--- config.mk ---
export PLATFORM = sky130hd
export DESIGN_NAME = pmt_section_parser
export DESIGN_NICKNAME = d
export VERILOG_FILES = /design/src/hdl/pmt_pkg.sv /design/src/hdl/pmt_section_parser.sv /design/src/hdl/pmt_front.sv /design/src/hdl/pmt_queue.sv /design/src/hdl/pmt_back.sv
export SDC_FILE = /design/constraint.sdc
export NUM_CORES = 1
export LEC_CHECK = 0
export BUFFER_PORTS_ARGS = -buffer_cell sky130_fd_sc_hd__buf_2
export CORE_ASPECT_RATIO = 1.4
export CORE_MARGIN = 2
export CORE_UTILIZATION = 35
export CTS_CLUSTER_DIAMETER = 100
export CTS_CLUSTER_SIZE = 8
export DETAILED_ROUTE_END_ITERATION = 10
export GPL_TIMING_DRIVEN = 0
export PLACE_DENSITY = 0.55
export RECOVER_POWER = 100
export SYNTH_ARGS = -nofsm -noshare
export SYNTH_HDL_FRONTEND = slang
export SYNTH_SLANG_ARGS = --single-unit
--- constraint.sdc ---
create_clock -name clk -period 4.8 [get_ports clk]
set_clock_uncertainty 0.15 [all_clocks]
set_input_delay 0.24 -clock clk [delete_from_list [all_inputs] [get_ports clk]]
set_output_delay 0.24 -clock clk [all_outputs]
set_load 0.02 [all_outputs]
--- src/hdl/pmt_pkg.sv ---
// ----------------------------------------------------------------------------
// pmt_pkg
// Shared constants and types of the program map section parser.
// ----------------------------------------------------------------------------
package pmt_pkg;

  localparam int MAX_STREAMS = 16;
  // count must hold MAX_STREAMS and at least the five bits that are reported
  localparam int CNT_W = ($clog2(MAX_STREAMS + 1) > 5) ? $clog2(MAX_STREAMS + 1) : 5;

  localparam int QUEUE_DEPTH = 4;  // power of two
  localparam int QPTR_W = $clog2(QUEUE_DEPTH);

  localparam int HDR_BYTES = 12;
  localparam int HDR_IDX_W = $clog2(HDR_BYTES);
  localparam int ENT_STORED = 4;  // last entry byte is used straight from input

  localparam logic [7:0] PMT_TABLE_ID = 8'h02;
  localparam logic [12:0] HDR_LAST_POS = 13'd11;
  localparam logic [11:0] MIN_SEC_LEN = 12'd10;
  localparam logic [2:0] ENT_LAST_IDX = 3'd4;

  typedef enum logic [2:0] {
    REC_HEADER      = 3'd0,
    REC_ENTRY       = 3'd1,
    REC_NOT_PMT     = 3'd2,
    REC_TABLE_FULL  = 3'd3,
    REC_SECTION_END = 3'd4
  } record_kind_t;

  typedef enum logic [2:0] {
    PH_IDLE,
    PH_HEADER,
    PH_SKIP,
    PH_SEEK,
    PH_ENTRY
  } phase_t;

  typedef enum logic [1:0] {
    ITEM_DATA,
    ITEM_START_PMT,
    ITEM_START_OTHER
  } item_kind_t;

  typedef struct packed {
    logic [7:0] data;
    item_kind_t kind;
  } item_t;

  typedef struct packed {
    logic valid;
    logic full;
  } queue_status_t;

endpackage

--- src/hdl/pmt_section_parser.sv ---
// ----------------------------------------------------------------------------
// pmt_section_parser
// Program map section parser, one section byte per transaction.
// ----------------------------------------------------------------------------
// Takes one byte per cycle unless the output stalls, no gaps between sections.
// A byte goes through a classifier and a four-entry queue into the parser,
// which handles one byte per cycle and loads at most one record per byte
// into the output register; a stalled output fills the queue, and in_ready
// drops only when the queue is full. A byte is queued, and its record is
// then registered in the output register. Records: header after byte 11,
// one per stream entry, not-a-program-map on a start byte whose table id
// is not 0x02, table full past MAX_STREAMS entries, section end at last byte.
// ----------------------------------------------------------------------------
module pmt_section_parser import pmt_pkg::*; (
  input  logic        clk,
  input  logic        rst,
  input  logic        in_valid,
  output logic        in_ready,
  input  logic [7:0]  section_byte,
  input  logic        section_start,
  output logic        out_valid,
  input  logic        out_ready,
  output logic [2:0]  record_kind,
  output logic [15:0] number_field,
  output logic [12:0] pid_field,
  output logic [11:0] length_field,
  output logic [11:0] sec_length,
  output logic [4:0]  version_number,
  output logic        current_next,
  output logic [7:0]  sec_number,
  output logic [7:0]  last_sec_number,
  output logic        syntax_indicator,
  output logic [4:0]  entry_count
);

  item_t         front_item;
  item_t         q_head;
  queue_status_t q_stat;
  logic          back_pop;
  logic          q_push;

  assign in_ready = !q_stat.full;
  assign q_push   = in_valid && in_ready;

  pmt_front u_front (
    .section_byte  (section_byte),
    .section_start (section_start),
    .item          (front_item)
  );

  pmt_queue u_queue (
    .clk       (clk),
    .rst       (rst),
    .push      (q_push),
    .push_item (front_item),
    .pop       (back_pop),
    .head      (q_head),
    .status    (q_stat)
  );

  pmt_back u_back (
    .clk              (clk),
    .rst              (rst),
    .q_stat           (q_stat),
    .head             (q_head),
    .pop              (back_pop),
    .out_valid        (out_valid),
    .out_ready        (out_ready),
    .record_kind      (record_kind),
    .number_field     (number_field),
    .pid_field        (pid_field),
    .length_field     (length_field),
    .sec_length       (sec_length),
    .version_number   (version_number),
    .current_next     (current_next),
    .sec_number       (sec_number),
    .last_sec_number  (last_sec_number),
    .syntax_indicator (syntax_indicator),
    .entry_count      (entry_count)
  );

  a_pop_nonempty: assert property (@(posedge clk) disable iff (rst)
    back_pop |-> q_stat.valid)
    else $error("parser popped an empty queue");

  a_no_pop_on_stall: assert property (@(posedge clk) disable iff (rst)
    out_valid && !out_ready |-> !back_pop)
    else $error("parser consumed a byte while the output was stalled");

  a_not_pmt_blank: assert property (@(posedge clk) disable iff (rst)
    out_valid && record_kind == REC_NOT_PMT |->
      number_field == '0 && pid_field == '0 && sec_length == '0 &&
      entry_count == '0)
    else $error("not-a-program-map record carries field data");

  a_header_count: assert property (@(posedge clk) disable iff (rst)
    out_valid && record_kind == REC_HEADER |-> entry_count == '0)
    else $error("header record with nonzero entry count");

endmodule

--- src/hdl/pmt_front.sv ---
// ----------------------------------------------------------------------------
// pmt_front
// Classifies each incoming byte: plain data, start of a program map section,
// or start of some other table.
// ----------------------------------------------------------------------------
module pmt_front import pmt_pkg::*; (
  input  logic [7:0] section_byte,
  input  logic       section_start,
  output item_t      item
);

  always_comb begin
    item.data = section_byte;
    if (!section_start) begin
      item.kind = ITEM_DATA;
    end else if (section_byte == PMT_TABLE_ID) begin
      item.kind = ITEM_START_PMT;
    end else begin
      item.kind = ITEM_START_OTHER;
    end
  end

endmodule

--- src/hdl/pmt_queue.sv ---
// ----------------------------------------------------------------------------
// pmt_queue
// Short FIFO of classified bytes between the front and the parser.
// ----------------------------------------------------------------------------
module pmt_queue import pmt_pkg::*; (
  input  logic          clk,
  input  logic          rst,
  input  logic          push,
  input  item_t         push_item,
  input  logic          pop,
  output item_t         head,
  output queue_status_t status
);

  item_t             mem [QUEUE_DEPTH];
  logic [QPTR_W-1:0] wr_ptr;
  logic [QPTR_W-1:0] rd_ptr;
  logic [QPTR_W:0]   count;

  assign status.valid = (count != '0);
  assign status.full  = (count == (QPTR_W + 1)'(QUEUE_DEPTH));
  assign head         = mem[rd_ptr];

  always_ff @(posedge clk) begin
    if (rst) begin
      wr_ptr <= '0;
      rd_ptr <= '0;
      count  <= '0;
    end else begin
      if (push) begin
        wr_ptr <= wr_ptr + 1'b1;
      end
      if (pop) begin
        rd_ptr <= rd_ptr + 1'b1;
      end
      if (push && !pop) begin
        count <= count + 1'b1;
      end else if (pop && !push) begin
        count <= count - 1'b1;
      end
    end
  end

  always_ff @(posedge clk) begin
    if (push) begin
      mem[wr_ptr] <= push_item;
    end
  end

endmodule

--- src/hdl/pmt_back.sv ---
// ----------------------------------------------------------------------------
// pmt_back
// Section parser: walks header, program info, stream entries and descriptors
// one byte per cycle when not stalled; loads records into the output register.
// ----------------------------------------------------------------------------
module pmt_back import pmt_pkg::*; (
  input  logic          clk,
  input  logic          rst,
  input  queue_status_t q_stat,
  input  item_t         head,
  output logic          pop,
  output logic          out_valid,
  input  logic          out_ready,
  output logic [2:0]    record_kind,
  output logic [15:0]   number_field,
  output logic [12:0]   pid_field,
  output logic [11:0]   length_field,
  output logic [11:0]   sec_length,
  output logic [4:0]    version_number,
  output logic          current_next,
  output logic [7:0]    sec_number,
  output logic [7:0]    last_sec_number,
  output logic          syntax_indicator,
  output logic [4:0]    entry_count
);

  phase_t           phase;
  phase_t           phase_next;
  logic [12:0]      byte_position;
  logic [11:0]      skip_remaining;
  logic [CNT_W-1:0] stream_count;
  logic [2:0]       entry_byte_index;
  logic [7:0]       hdr [HDR_BYTES];
  logic [7:0]       ent [ENT_STORED];

  logic [7:0]  b;
  logic [11:0] sec_len;
  logic [11:0] pil;
  logic [11:0] esl;
  logic [11:0] skip_dec;
  logic        end_hit;
  logic        seek_ok;
  logic        tbl_full;
  logic        hdr_done;
  logic        ent_done;

  logic             rec_fire;
  record_kind_t     rec_kind;
  logic [15:0]      rec_num;
  logic [12:0]      rec_pid;
  logic [11:0]      rec_len;
  logic             rec_with_hdr;
  logic [CNT_W-1:0] rec_count;

  record_kind_t out_kind;

  assign pop      = q_stat.valid && (!out_valid || out_ready);
  assign b        = head.data;
  assign sec_len  = {hdr[1][3:0], hdr[2]};
  assign pil      = {hdr[10][3:0], b};
  assign esl      = {ent[3][3:0], b};
  assign skip_dec = skip_remaining - 12'd1;
  assign end_hit  = (byte_position == ({1'b0, sec_len} + 13'd2));
  assign seek_ok  = (({1'b0, byte_position} + 14'd1) < {2'b00, sec_len});
  assign tbl_full = (stream_count >= CNT_W'(MAX_STREAMS));
  assign hdr_done = (byte_position >= HDR_LAST_POS);
  assign ent_done = (entry_byte_index == ENT_LAST_IDX);

  // next phase
  always_comb begin
    phase_next = phase;
    if (pop) begin
      if (head.kind == ITEM_START_PMT) begin
        phase_next = PH_HEADER;
      end else if (head.kind == ITEM_START_OTHER) begin
        phase_next = PH_IDLE;
      end else begin
        unique case (phase)
          PH_IDLE: phase_next = PH_IDLE;
          PH_HEADER: begin
            if (hdr_done) begin
              if (sec_len < MIN_SEC_LEN) begin
                phase_next = PH_IDLE;
              end else begin
                phase_next = (pil != '0) ? PH_SKIP : PH_SEEK;
              end
            end
          end
          PH_SKIP: begin
            if (end_hit) begin
              phase_next = PH_IDLE;
            end else if (skip_dec == '0) begin
              phase_next = PH_SEEK;
            end
          end
          PH_SEEK: begin
            if (end_hit) begin
              phase_next = PH_IDLE;
            end else if (seek_ok) begin
              phase_next = tbl_full ? PH_IDLE : PH_ENTRY;
            end
          end
          PH_ENTRY: begin
            if (end_hit) begin
              phase_next = PH_IDLE;
            end else if (ent_done) begin
              phase_next = (esl != '0) ? PH_SKIP : PH_SEEK;
            end
          end
          default: phase_next = PH_IDLE;
        endcase
      end
    end
  end

  // record generation
  always_comb begin
    rec_fire     = 1'b0;
    rec_kind     = REC_HEADER;
    rec_num      = '0;
    rec_pid      = '0;
    rec_len      = '0;
    rec_with_hdr = 1'b1;
    rec_count    = '0;
    if (pop) begin
      if (head.kind == ITEM_START_OTHER) begin
        rec_fire     = 1'b1;
        rec_kind     = REC_NOT_PMT;
        rec_with_hdr = 1'b0;
      end else if (head.kind == ITEM_DATA) begin
        unique case (phase) inside
          PH_IDLE: rec_fire = 1'b0;
          PH_HEADER: begin
            if (hdr_done) begin
              rec_fire = 1'b1;
              rec_kind = REC_HEADER;
              rec_num  = {hdr[3], hdr[4]};
              rec_pid  = {hdr[8][4:0], hdr[9]};
              rec_len  = pil;
            end
          end
          PH_SKIP, PH_SEEK, PH_ENTRY: begin
            if (end_hit) begin
              rec_fire  = 1'b1;
              rec_kind  = REC_SECTION_END;
              rec_count = stream_count;
            end else if (phase == PH_SEEK && seek_ok && tbl_full) begin
              rec_fire  = 1'b1;
              rec_kind  = REC_TABLE_FULL;
              rec_count = stream_count;
            end else if (phase == PH_ENTRY && ent_done) begin
              rec_fire  = 1'b1;
              rec_kind  = REC_ENTRY;
              rec_num   = {8'h00, ent[0]};
              rec_pid   = {ent[1][4:0], ent[2]};
              rec_len   = esl;
              rec_count = stream_count + 1'b1;
            end
          end
          default: rec_fire = 1'b0;
        endcase
      end
    end
  end

  always_ff @(posedge clk) begin
    if (rst) begin
      phase            <= PH_IDLE;
      byte_position    <= '0;
      skip_remaining   <= '0;
      stream_count     <= '0;
      entry_byte_index <= '0;
    end else begin
      phase <= phase_next;
      if (pop) begin
        if (head.kind != ITEM_DATA) begin
          byte_position    <= 13'd1;
          skip_remaining   <= '0;
          stream_count     <= '0;
          entry_byte_index <= '0;
        end else if (phase != PH_IDLE) begin
          byte_position <= byte_position + 13'd1;
          if (phase == PH_HEADER) begin
            if (hdr_done) begin
              skip_remaining <= pil;
            end
          end else if (!end_hit) begin
            if (phase == PH_SKIP) begin
              skip_remaining <= skip_dec;
            end else if (phase == PH_SEEK) begin
              if (seek_ok && !tbl_full) begin
                entry_byte_index <= 3'd1;
              end
            end else if (phase == PH_ENTRY) begin
              if (ent_done) begin
                entry_byte_index <= '0;
                stream_count     <= stream_count + 1'b1;
                skip_remaining   <= esl;
              end else begin
                entry_byte_index <= entry_byte_index + 3'd1;
              end
            end
          end
        end
      end
    end
  end

  // header and entry byte stores
  always_ff @(posedge clk) begin
    if (pop) begin
      if (head.kind == ITEM_START_PMT) begin
        hdr[0] <= b;
      end else if (head.kind == ITEM_DATA) begin
        if (phase == PH_HEADER && byte_position < 13'(HDR_BYTES)) begin
          hdr[byte_position[HDR_IDX_W-1:0]] <= b;
        end
        if (!end_hit) begin
          if (phase == PH_SEEK && seek_ok && !tbl_full) begin
            ent[0] <= b;
          end
          if (phase == PH_ENTRY && !ent_done) begin
            ent[entry_byte_index[1:0]] <= b;
          end
        end
      end
    end
  end

  // output register
  always_ff @(posedge clk) begin
    if (rst) begin
      out_valid <= 1'b0;
    end else if (pop && rec_fire) begin
      out_valid <= 1'b1;
    end else if (out_ready) begin
      out_valid <= 1'b0;
    end
  end

  always_ff @(posedge clk) begin
    if (pop && rec_fire) begin
      out_kind     <= rec_kind;
      number_field <= rec_num;
      pid_field    <= rec_pid;
      length_field <= rec_len;
      entry_count  <= rec_count[4:0];
      if (rec_with_hdr) begin
        sec_length       <= sec_len;
        version_number   <= hdr[5][5:1];
        current_next     <= hdr[5][0];
        sec_number       <= hdr[6];
        last_sec_number  <= hdr[7];
        syntax_indicator <= hdr[1][7];
      end else begin
        sec_length       <= '0;
        version_number   <= '0;
        current_next     <= 1'b0;
        sec_number       <= '0;
        last_sec_number  <= '0;
        syntax_indicator <= 1'b0;
      end
    end
  end

  assign record_kind = out_kind;

endmodule

# Word-level counts from Yosys, hierarchy flattened
# Memories as Yosys holds them, arrays and structs flattened. A register that Yosys moved wholly into a read port is not among the register bits.
# Index checks and enable logic that the tools add are counted.
[word_totals] output_inout_bits=86 in_bits=13 reg_bits=106 n_memories=3 mem_bits_rw=168 elab_cells=221
[mem_list] memory="u_back.hdr" depth=12 word_bits=8 read_ports=10 rd_clocked_by_memory_dff=3 write_ports=1 line="pmt_back.sv:33" source="logic [7:0] hdr [HDR_BYTES];"
[mem_list] memory="u_queue.mem" depth=4 word_bits=10 read_ports=1 rd_clocked_by_memory_dff=1 write_ports=1 line="pmt_queue.sv:15" source="item_t mem [QUEUE_DEPTH];"
[mem_list] memory="u_back.ent" depth=4 word_bits=8 read_ports=4 rd_clocked_by_memory_dff=0 write_ports=1 line="pmt_back.sv:34" source="logic [7:0] ent [ENT_STORED];"
[classes] add_sub_neg=10 reduce_logical=48 n_mux=112 n_eq_ne=22 n_lt_le_gt_ge=5 bitwise_logic=3
[op_table] op="12-bit two-way mux" n=13
[op_table] op="13-bit two-way mux" n=6
[op_table] op="3-bit two-way mux" n=24
[op_table] op="5-bit two-way mux" n=11
[op_table] op="16-bit two-way mux" n=3
[op_table] op="1-bit two-way mux" n=38
[op_table] op="16-bit one-hot mux with 2 select lines" n=1
[op_table] op="13-bit one-hot mux with 2 select lines" n=1
[op_table] op="8-bit two-way mux" n=3
[op_table] op="12-bit one-hot mux with 2 select lines" n=1
[op_table] op="12-bit nonzero test" n=2
[op_table] op="2-bit two-way mux" n=8
[op_table] op="8-bit OR reduction" n=2
[op_table] op="5-bit by 2-bit != test with 1-bit output, second input constant" n=3
[op_table] op="13-bit by 1-bit adder with 14-bit output, second input constant" n=1
[op_table] op="14-bit by 12-bit less-than comparator with 1-bit output" n=1
[op_table] op="7-bit AND reduction" n=2
[op_table] op="12-bit by 2-bit adder with 13-bit output, second input constant" n=1
[op_table] op="13-bit by 1-bit adder with 13-bit output, second input constant" n=1
[op_table] op="13-bit == test" n=1
[op_table] op="13-bit by 4-bit greater-or-equal comparator with 1-bit output, second input constant" n=1
[op_table] op="13-bit by 4-bit less-than comparator with 1-bit output, second input constant" n=1
[op_table] op="1-bit logical AND" n=12
[op_table] op="12-bit zero test" n=1
[op_table] op="other kinds (36)" n=62

# Logic depth before layout (Yosys ltp)
[depth] depth_word=12 depth_mapped=16 depth_no_buf=15

# Cells and area by module
# Synthesis repeated with hierarchy kept, for this count alone.
[unflattened] hier_cells=918 hier_area_um2=11527.3
[by_module_without_submodules] module="pmt_back" instances=1 cells_each=808 area_each_um2=9542.9 seq_area_each_um2=6055.8
[by_module_without_submodules] module="pmt_queue" instances=1 cells_each=96 area_each_um2=1873.0 seq_area_each_um2=1381.3
[by_module_without_submodules] module="pmt_front" instances=1 cells_each=12 area_each_um2=101.3 seq_area_each_um2=0.0
[by_module_without_submodules] module="pmt_section_parser" instances=1 cells_each=2 area_each_um2=10.0 seq_area_each_um2=0.0

# Worst setup path before layout
# No wires, ideal clock.
[synth_timing] path_kind="reg2reg" startpoint="register u_back.byte_position[2]" endpoint="register u_back.current_next, read port of u_back.hdr (enable)" path_buffers=1 t_arrival_ns=4.386 synth_period_minus_slack_ns=4.974 setup_slack_ns=-0.174 required_time_ns=4.213 setup_time_ns=0.437 stages_incl_launch_ff=17 path_cell_list="dfxtp_1 -> buf_1 -> nand3_1 -> nor2_1 -> and3_1 -> and3_1 -> nand3_1 -> xnor2_1 -> ha_1 -> nand4_1 -> nor3_1 -> o41ai_1 -> and4b_1 -> nand4_1 -> nand2_1 -> a211oi_1 -> inv_1"
[synth_between] elab_chain_len=11 word_cells_on_any_way=14 classes_between="add/sub: 1; order compare: 2; eq/ne: 1; mux: 7; reduce/logical: 3"
[synth_rtl] item="start, declared" line="pmt_back.sv:29" source="logic [12:0] byte_position;"
[synth_rtl] item="start signal, assigned" line="pmt_back.sv:182" source="byte_position <= byte_position + 13'd1;"
[synth_rtl] item="13-bit by 1-bit adder with 14-bit output" line="pmt_back.sv:64" source="assign seek_ok = (({1'b0, byte_position} + 14'd1) < {2'b00, sec_len});"
[synth_rtl] item="14-bit by 12-bit less-than comparator with 1-bit output" line="pmt_back.sv:64"
[synth_rtl] item="1-bit logical AND (2 in series)" line="pmt_back.sv:147" source="end else if (phase == PH_SEEK && seek_ok && tbl_full) begin"
[synth_rtl] item="1-bit two-way mux" line="pmt_back.sv:147"
[synth_rtl] item="1-bit two-way mux" line="pmt_back.sv:143" source="if (end_hit) begin"
[synth_rtl] item="1-bit one-hot mux with 2 select lines *" line="pmt_back.sv:131" source="unique case (phase) inside"
[synth_rtl] item="1-bit two-way mux *" line="pmt_back.sv:130" source="end else if (head.kind == ITEM_DATA) begin"
[synth_rtl] item="1-bit two-way mux *" line="pmt_back.sv:126" source="if (head.kind == ITEM_START_OTHER) begin"
[synth_rtl] item="1-bit two-way mux *" line="pmt_back.sv:125" source="if (pop) begin"
[synth_rtl] item="1-bit logical AND *" line="pmt_back.sv:242" source="if (pop && rec_fire) begin"
[synth_rtl] item="end, declared" line="pmt_back.sv:20" source="output logic current_next,"
# Mark *: on every way between the ends. The rest lies on a longest branch, timed or not.
# A chain may end at the register's enable or synchronous reset.

# Final worst setup path
[layout_timing] startpoint="register u_back.byte_position[2]" endpoint="register u_back.sec_number[4], read port of u_back.hdr (enable)"
[layout_between] elab_chain_len=11 word_cells_on_any_way=14 classes_between="add/sub: 1; order compare: 2; eq/ne: 1; mux: 7; reduce/logical: 3"
[layout_rtl] item="13-bit by 1-bit adder with 14-bit output" line="pmt_back.sv:64"
[layout_rtl] item="14-bit by 12-bit less-than comparator with 1-bit output" line="pmt_back.sv:64"
[layout_rtl] item="1-bit logical AND (2 in series)" line="pmt_back.sv:147"
[layout_rtl] item="1-bit two-way mux" line="pmt_back.sv:147"
[layout_rtl] item="1-bit two-way mux" line="pmt_back.sv:143"
[layout_rtl] item="1-bit one-hot mux with 2 select lines *" line="pmt_back.sv:131"
[layout_rtl] item="1-bit two-way mux *" line="pmt_back.sv:130"
[layout_rtl] item="1-bit two-way mux *" line="pmt_back.sv:126"
[layout_rtl] item="1-bit two-way mux *" line="pmt_back.sv:125"
[layout_rtl] item="1-bit logical AND *" line="pmt_back.sv:242"
[layout_rtl] item="end, declared" line="pmt_back.sv:21" source="output logic [7:0] sec_number,"
# Marked as above.

==> reports/results.ini <==
[place]
gpl.final_weighted_congestion = 0.885
pre_cts_slack_ns = -0.175
place_area_um2 = 12400
numPortBuffers = 98
dpl.hpwl_um = 18600

[worst_setup_path]
reg2reg_to = u_back.sec_number[4]
critPathArrivalTime_ns = 4.56
slowest_delay_ns = 0.39
timing.critical_path.to_type = flop
required_time_of_the_worst_setup_path_ns = 4.88
worst-path-max-fanout = 43
crit_path_top_delay_cell = dfxtp_1
timing.reg2reg.setup_slack_ns = 0.31
crit-reg2reg-launch = u_back.byte_position[2]
worstPathCellList = clkbuf_2 > nand3_1 > nor2_1 > and3_1 > and3_1 > nand3_1 > xnor2_1 > ha_1 > nand4_1 > nor3_1 > o41ai_1 > and4b_1 > nand4_1 > nand2_1 > a211oi_4 > clkinvlp_4 > buf_8
reg2regPathDepth = 17
setup.worst_path.class = flop to flop
worst_setup_path_start_kind = flop

[layout]
stdcell_area_um2 = 13500
drive_gt1_share_pct = 7.43
layout.nets = 1085
n_antenna_cell = 0
layout-area-overhead-vs-synth_pct = 18.8

[status]
status = finished with violations
violations = capacitance limit

[grt]
grt_first_pass_wirelength_um = 42000
grt_usage_pct = 16.2
global_route.overflow_total = 0
grt_pass1_vias = 7455
initial_antenna_violation_count = 0
grt_max_degree = 44

[die]
num_io_pins = 99
initial_core_util_pct = 35.7
rows = 77
die_y_um = 217
core_area_um2 = 31700
floorplan.die_area_um2 = 33800
die_w_um = 156

[hold_path]
worst_hold_path.endpoint = u_queue.count[2]
hp-start = rst
hold_path.class = input pin to flop
min_path_cells = 3

[clocking]
cts_root_buf = clkbuf_16
depth_of_the_cts_h_tree = 2
clock-sinks = 263
clock_latency_on_the_worst_skew_pair_ns = 0.51
path_clk_slew_ns = 0.05
tritoncts_clock_tree = yes
number_of_buffers_added_by_the_clock_tree_synthesis_step = 38
ctsLongestPathBuffers = 3

[synthesis]
total_of_flip_flops_plus_latches_after_synthesis = 263
post_synth.cell_area_avg_um2 = 12.7
synth-compound-area-share_pct = 8.85
largest_family_of_logic_cells_by_synthesized_area = simple AND/OR/NAND/NOR gates
yosysMostFrequentCell = edfxtp_1
muxShareOfSynthArea_pct = 2.62
synth_top_area_cell = edfxtp_1
synth.cell_area_um2 = 11300
synth-simple-area-share_pct = 14.3
synth-edff-count = 217
yosysWarningCount = 0
synth_fa_ha_area_share_pct = 3.03
netlist.area_leader.share_pct = 57.5
synthesis.instances = 894
synthesis.nets = 933
ys_async_sr_fraction_pct = 0
synthDistinctLibCells = 69
synthXorXnorAreaFrac_pct = 2.86
synth-main-ff-cell = edfxtp_1
top_cell_types_by_occurrence_after_synthesis = edfxtp_1, nor2_1, nand2_1
synth_top_cells_by_area = edfxtp_1, dfxtp_1, nor2_1
register_area_share_after_synthesis_pct = 65.7

[routing]
m1WireLength_um = 11100
drt-total-wl_um = 27600
drc = 0
route.top_layer_used = met4
vias = 7542
routed_wire_length_per_instance_um = 18.8
met3_wirelength_um = 1160
drt_pre_antenna_iters = 5
first_iter_violations = 502
met2WireLength_um = 14400
ant_nets = 0
number_of_vias_per_cell_after_detailed_routing = 5.13

[sta]
finalHoldViolCount = 0
finalHoldWorstSlack_ns = 0.00979
layout_worst_path_cycle_share_pct = 93.4
finalWorstPathRequiredPeriod_ns = 4.49
worst-slew-pin-transition_ns = 1.48
worst_slack_setup_final_ns = 0.315
slew_viol_final = 0
setup_viol_count_final = 0
slew_headroom_pct = 0.277
rsz_0062_raised_after_global_routing = false
maxClockFrequency_ghz = 0.223

[pwr]
power_w = 0.00740
vdd_ir_drop_max_mv = 0.224
power_density_nw_per_um2 = 550
power.leakage_nw = 4.46

[flow_run]
maxCapViolations = 1

-- metrics by stage --
step                      instances  TNS [ns]  util [%]
after floorplan                 894         0         -
after global placement         1387   -119.96      38.9
after detailed placement       1390    -11.06      39.0
after CTS                      1471         0      43.0
after global routing           1471         0      42.5
final                          1471         0      42.5
-- final cells by class --
cell class                 count  area, um^2
clock buffer                  70        1130
fill                        3007       18200
multi-input combinational    556        3580
buffer                        43         175
timing repair buffer         112         510
inverter                      32         124
sequential                   263        7440
tap                          395         494
-- cells by family (layout without fill, tap and decap cells) --
logic type               count (synthesis)  count (layout)
adder cells (fa/ha/maj)                 27              27
XOR/XNOR                                37              37
buffers and inverters                   75             257
AND/OR/NAND/NOR                        326             326
multiplexers                            17              17
AO/OA/AOI/OAI                          149             149
flip-flops                             263             263
-- cell usage in the layout (no fill, tap or decap), drive strengths merged, types with 17 or more instances in the layout --
| cell type | netlist | layout |
|---|---|---|
| a21oi | 43 | 43 |
| ha | 25 | 25 |
| nand3 | 19 | 19 |
| nor3 | 19 | 19 |
| nor4 | 17 | 17 |
| edfxtp | 217 | 217 |
| nor2b | 26 | 26 |
| xnor2 | 20 | 20 |
| o21ai | 21 | 21 |
| nor2 | 120 | 120 |
| a22oi | 28 | 28 |
| and3 | 20 | 20 |
| xor2 | 17 | 17 |
| dfxtp | 46 | 46 |
| inv | 31 | 30 |
| nand2 | 49 | 49 |
| clkbuf | 31 | 203 |
-- sequential cells by signal, summed over array words and instances (netlist names), 5 cells and up, named ones only --
name and cells:
u_back.sec_length 12, u_back.version_number 5, u_back.ent 25, u_back.entry_count 5, u_queue.mem 40, u_back.stream_count 5, u_back.skip_remaining 12, u_back.last_sec_number 8
u_back.length_field 12, u_back.number_field 16, u_back.sec_number 8, u_back.byte_position 13, u_back.hdr 68, u_back.pid_field 13
-- layer usage --
layer,vias up,track usage (%)
li1,3641,-
met2,200,29.2
met5,-,0
met3,58,2.73
met4,0,6.79
met1,3643,19.1
-- critical path, delay by kind of cell (launching register included) --
kind / cells / cell delay [ns]
AND/OR/NAND/NOR: 10 / 1.90
buffers and inverters: 3 / 0.77
AO/OA/AOI/OAI: 2 / 0.46
flip-flops: 1 / 0.39
adder cells (fa/ha/maj): 1 / 0.30
XOR/XNOR: 1 / 0.18
-- what timing repair did --
item	in CTS	in global routing
hold buffers	10	0
setup endpoints to repair	70	84
gates resized for setup	0	5
pin swaps	0	0
endpoints found under the hold margin	37	0
buffers inserted	1	0
-- worst max-delay path by stage --
| stage | startpoint | endpoint | slack [ns] | depth (start not counted) |
|---|---|---|---|---|
| floorplan | u_back.byte_position[2] | u_back.current_next | 0.04 | 16 |
| global placement | u_back.byte_position[2] | u_back.last_sec_number[4] | -1.45 | 16 |
| detailed placement | u_back.byte_position[2] | u_back.sec_number[5] | -0.18 | 17 |
| CTS | u_back.byte_position[2] | u_back.length_field[8] | 0.07 | 17 |
| global route | u_back.byte_position[1] | u_back.length_field[1] | 0.03 | 17 |
| finish | u_back.byte_position[2] | u_back.sec_number[4] | 0.31 | 17 |
-- power by group --
part | leakage (nW) | switching, W | total [W] | internal (W)
combinational | 1.58 | 0.00134 | 0.00181 | 0.000467
sequential | 2.34 | 0.000118 | 0.00309 | 0.00297
clock | 0.539 | 0.000928 | 0.00251 | 0.00158
Power figures use the tool's default switching activity.
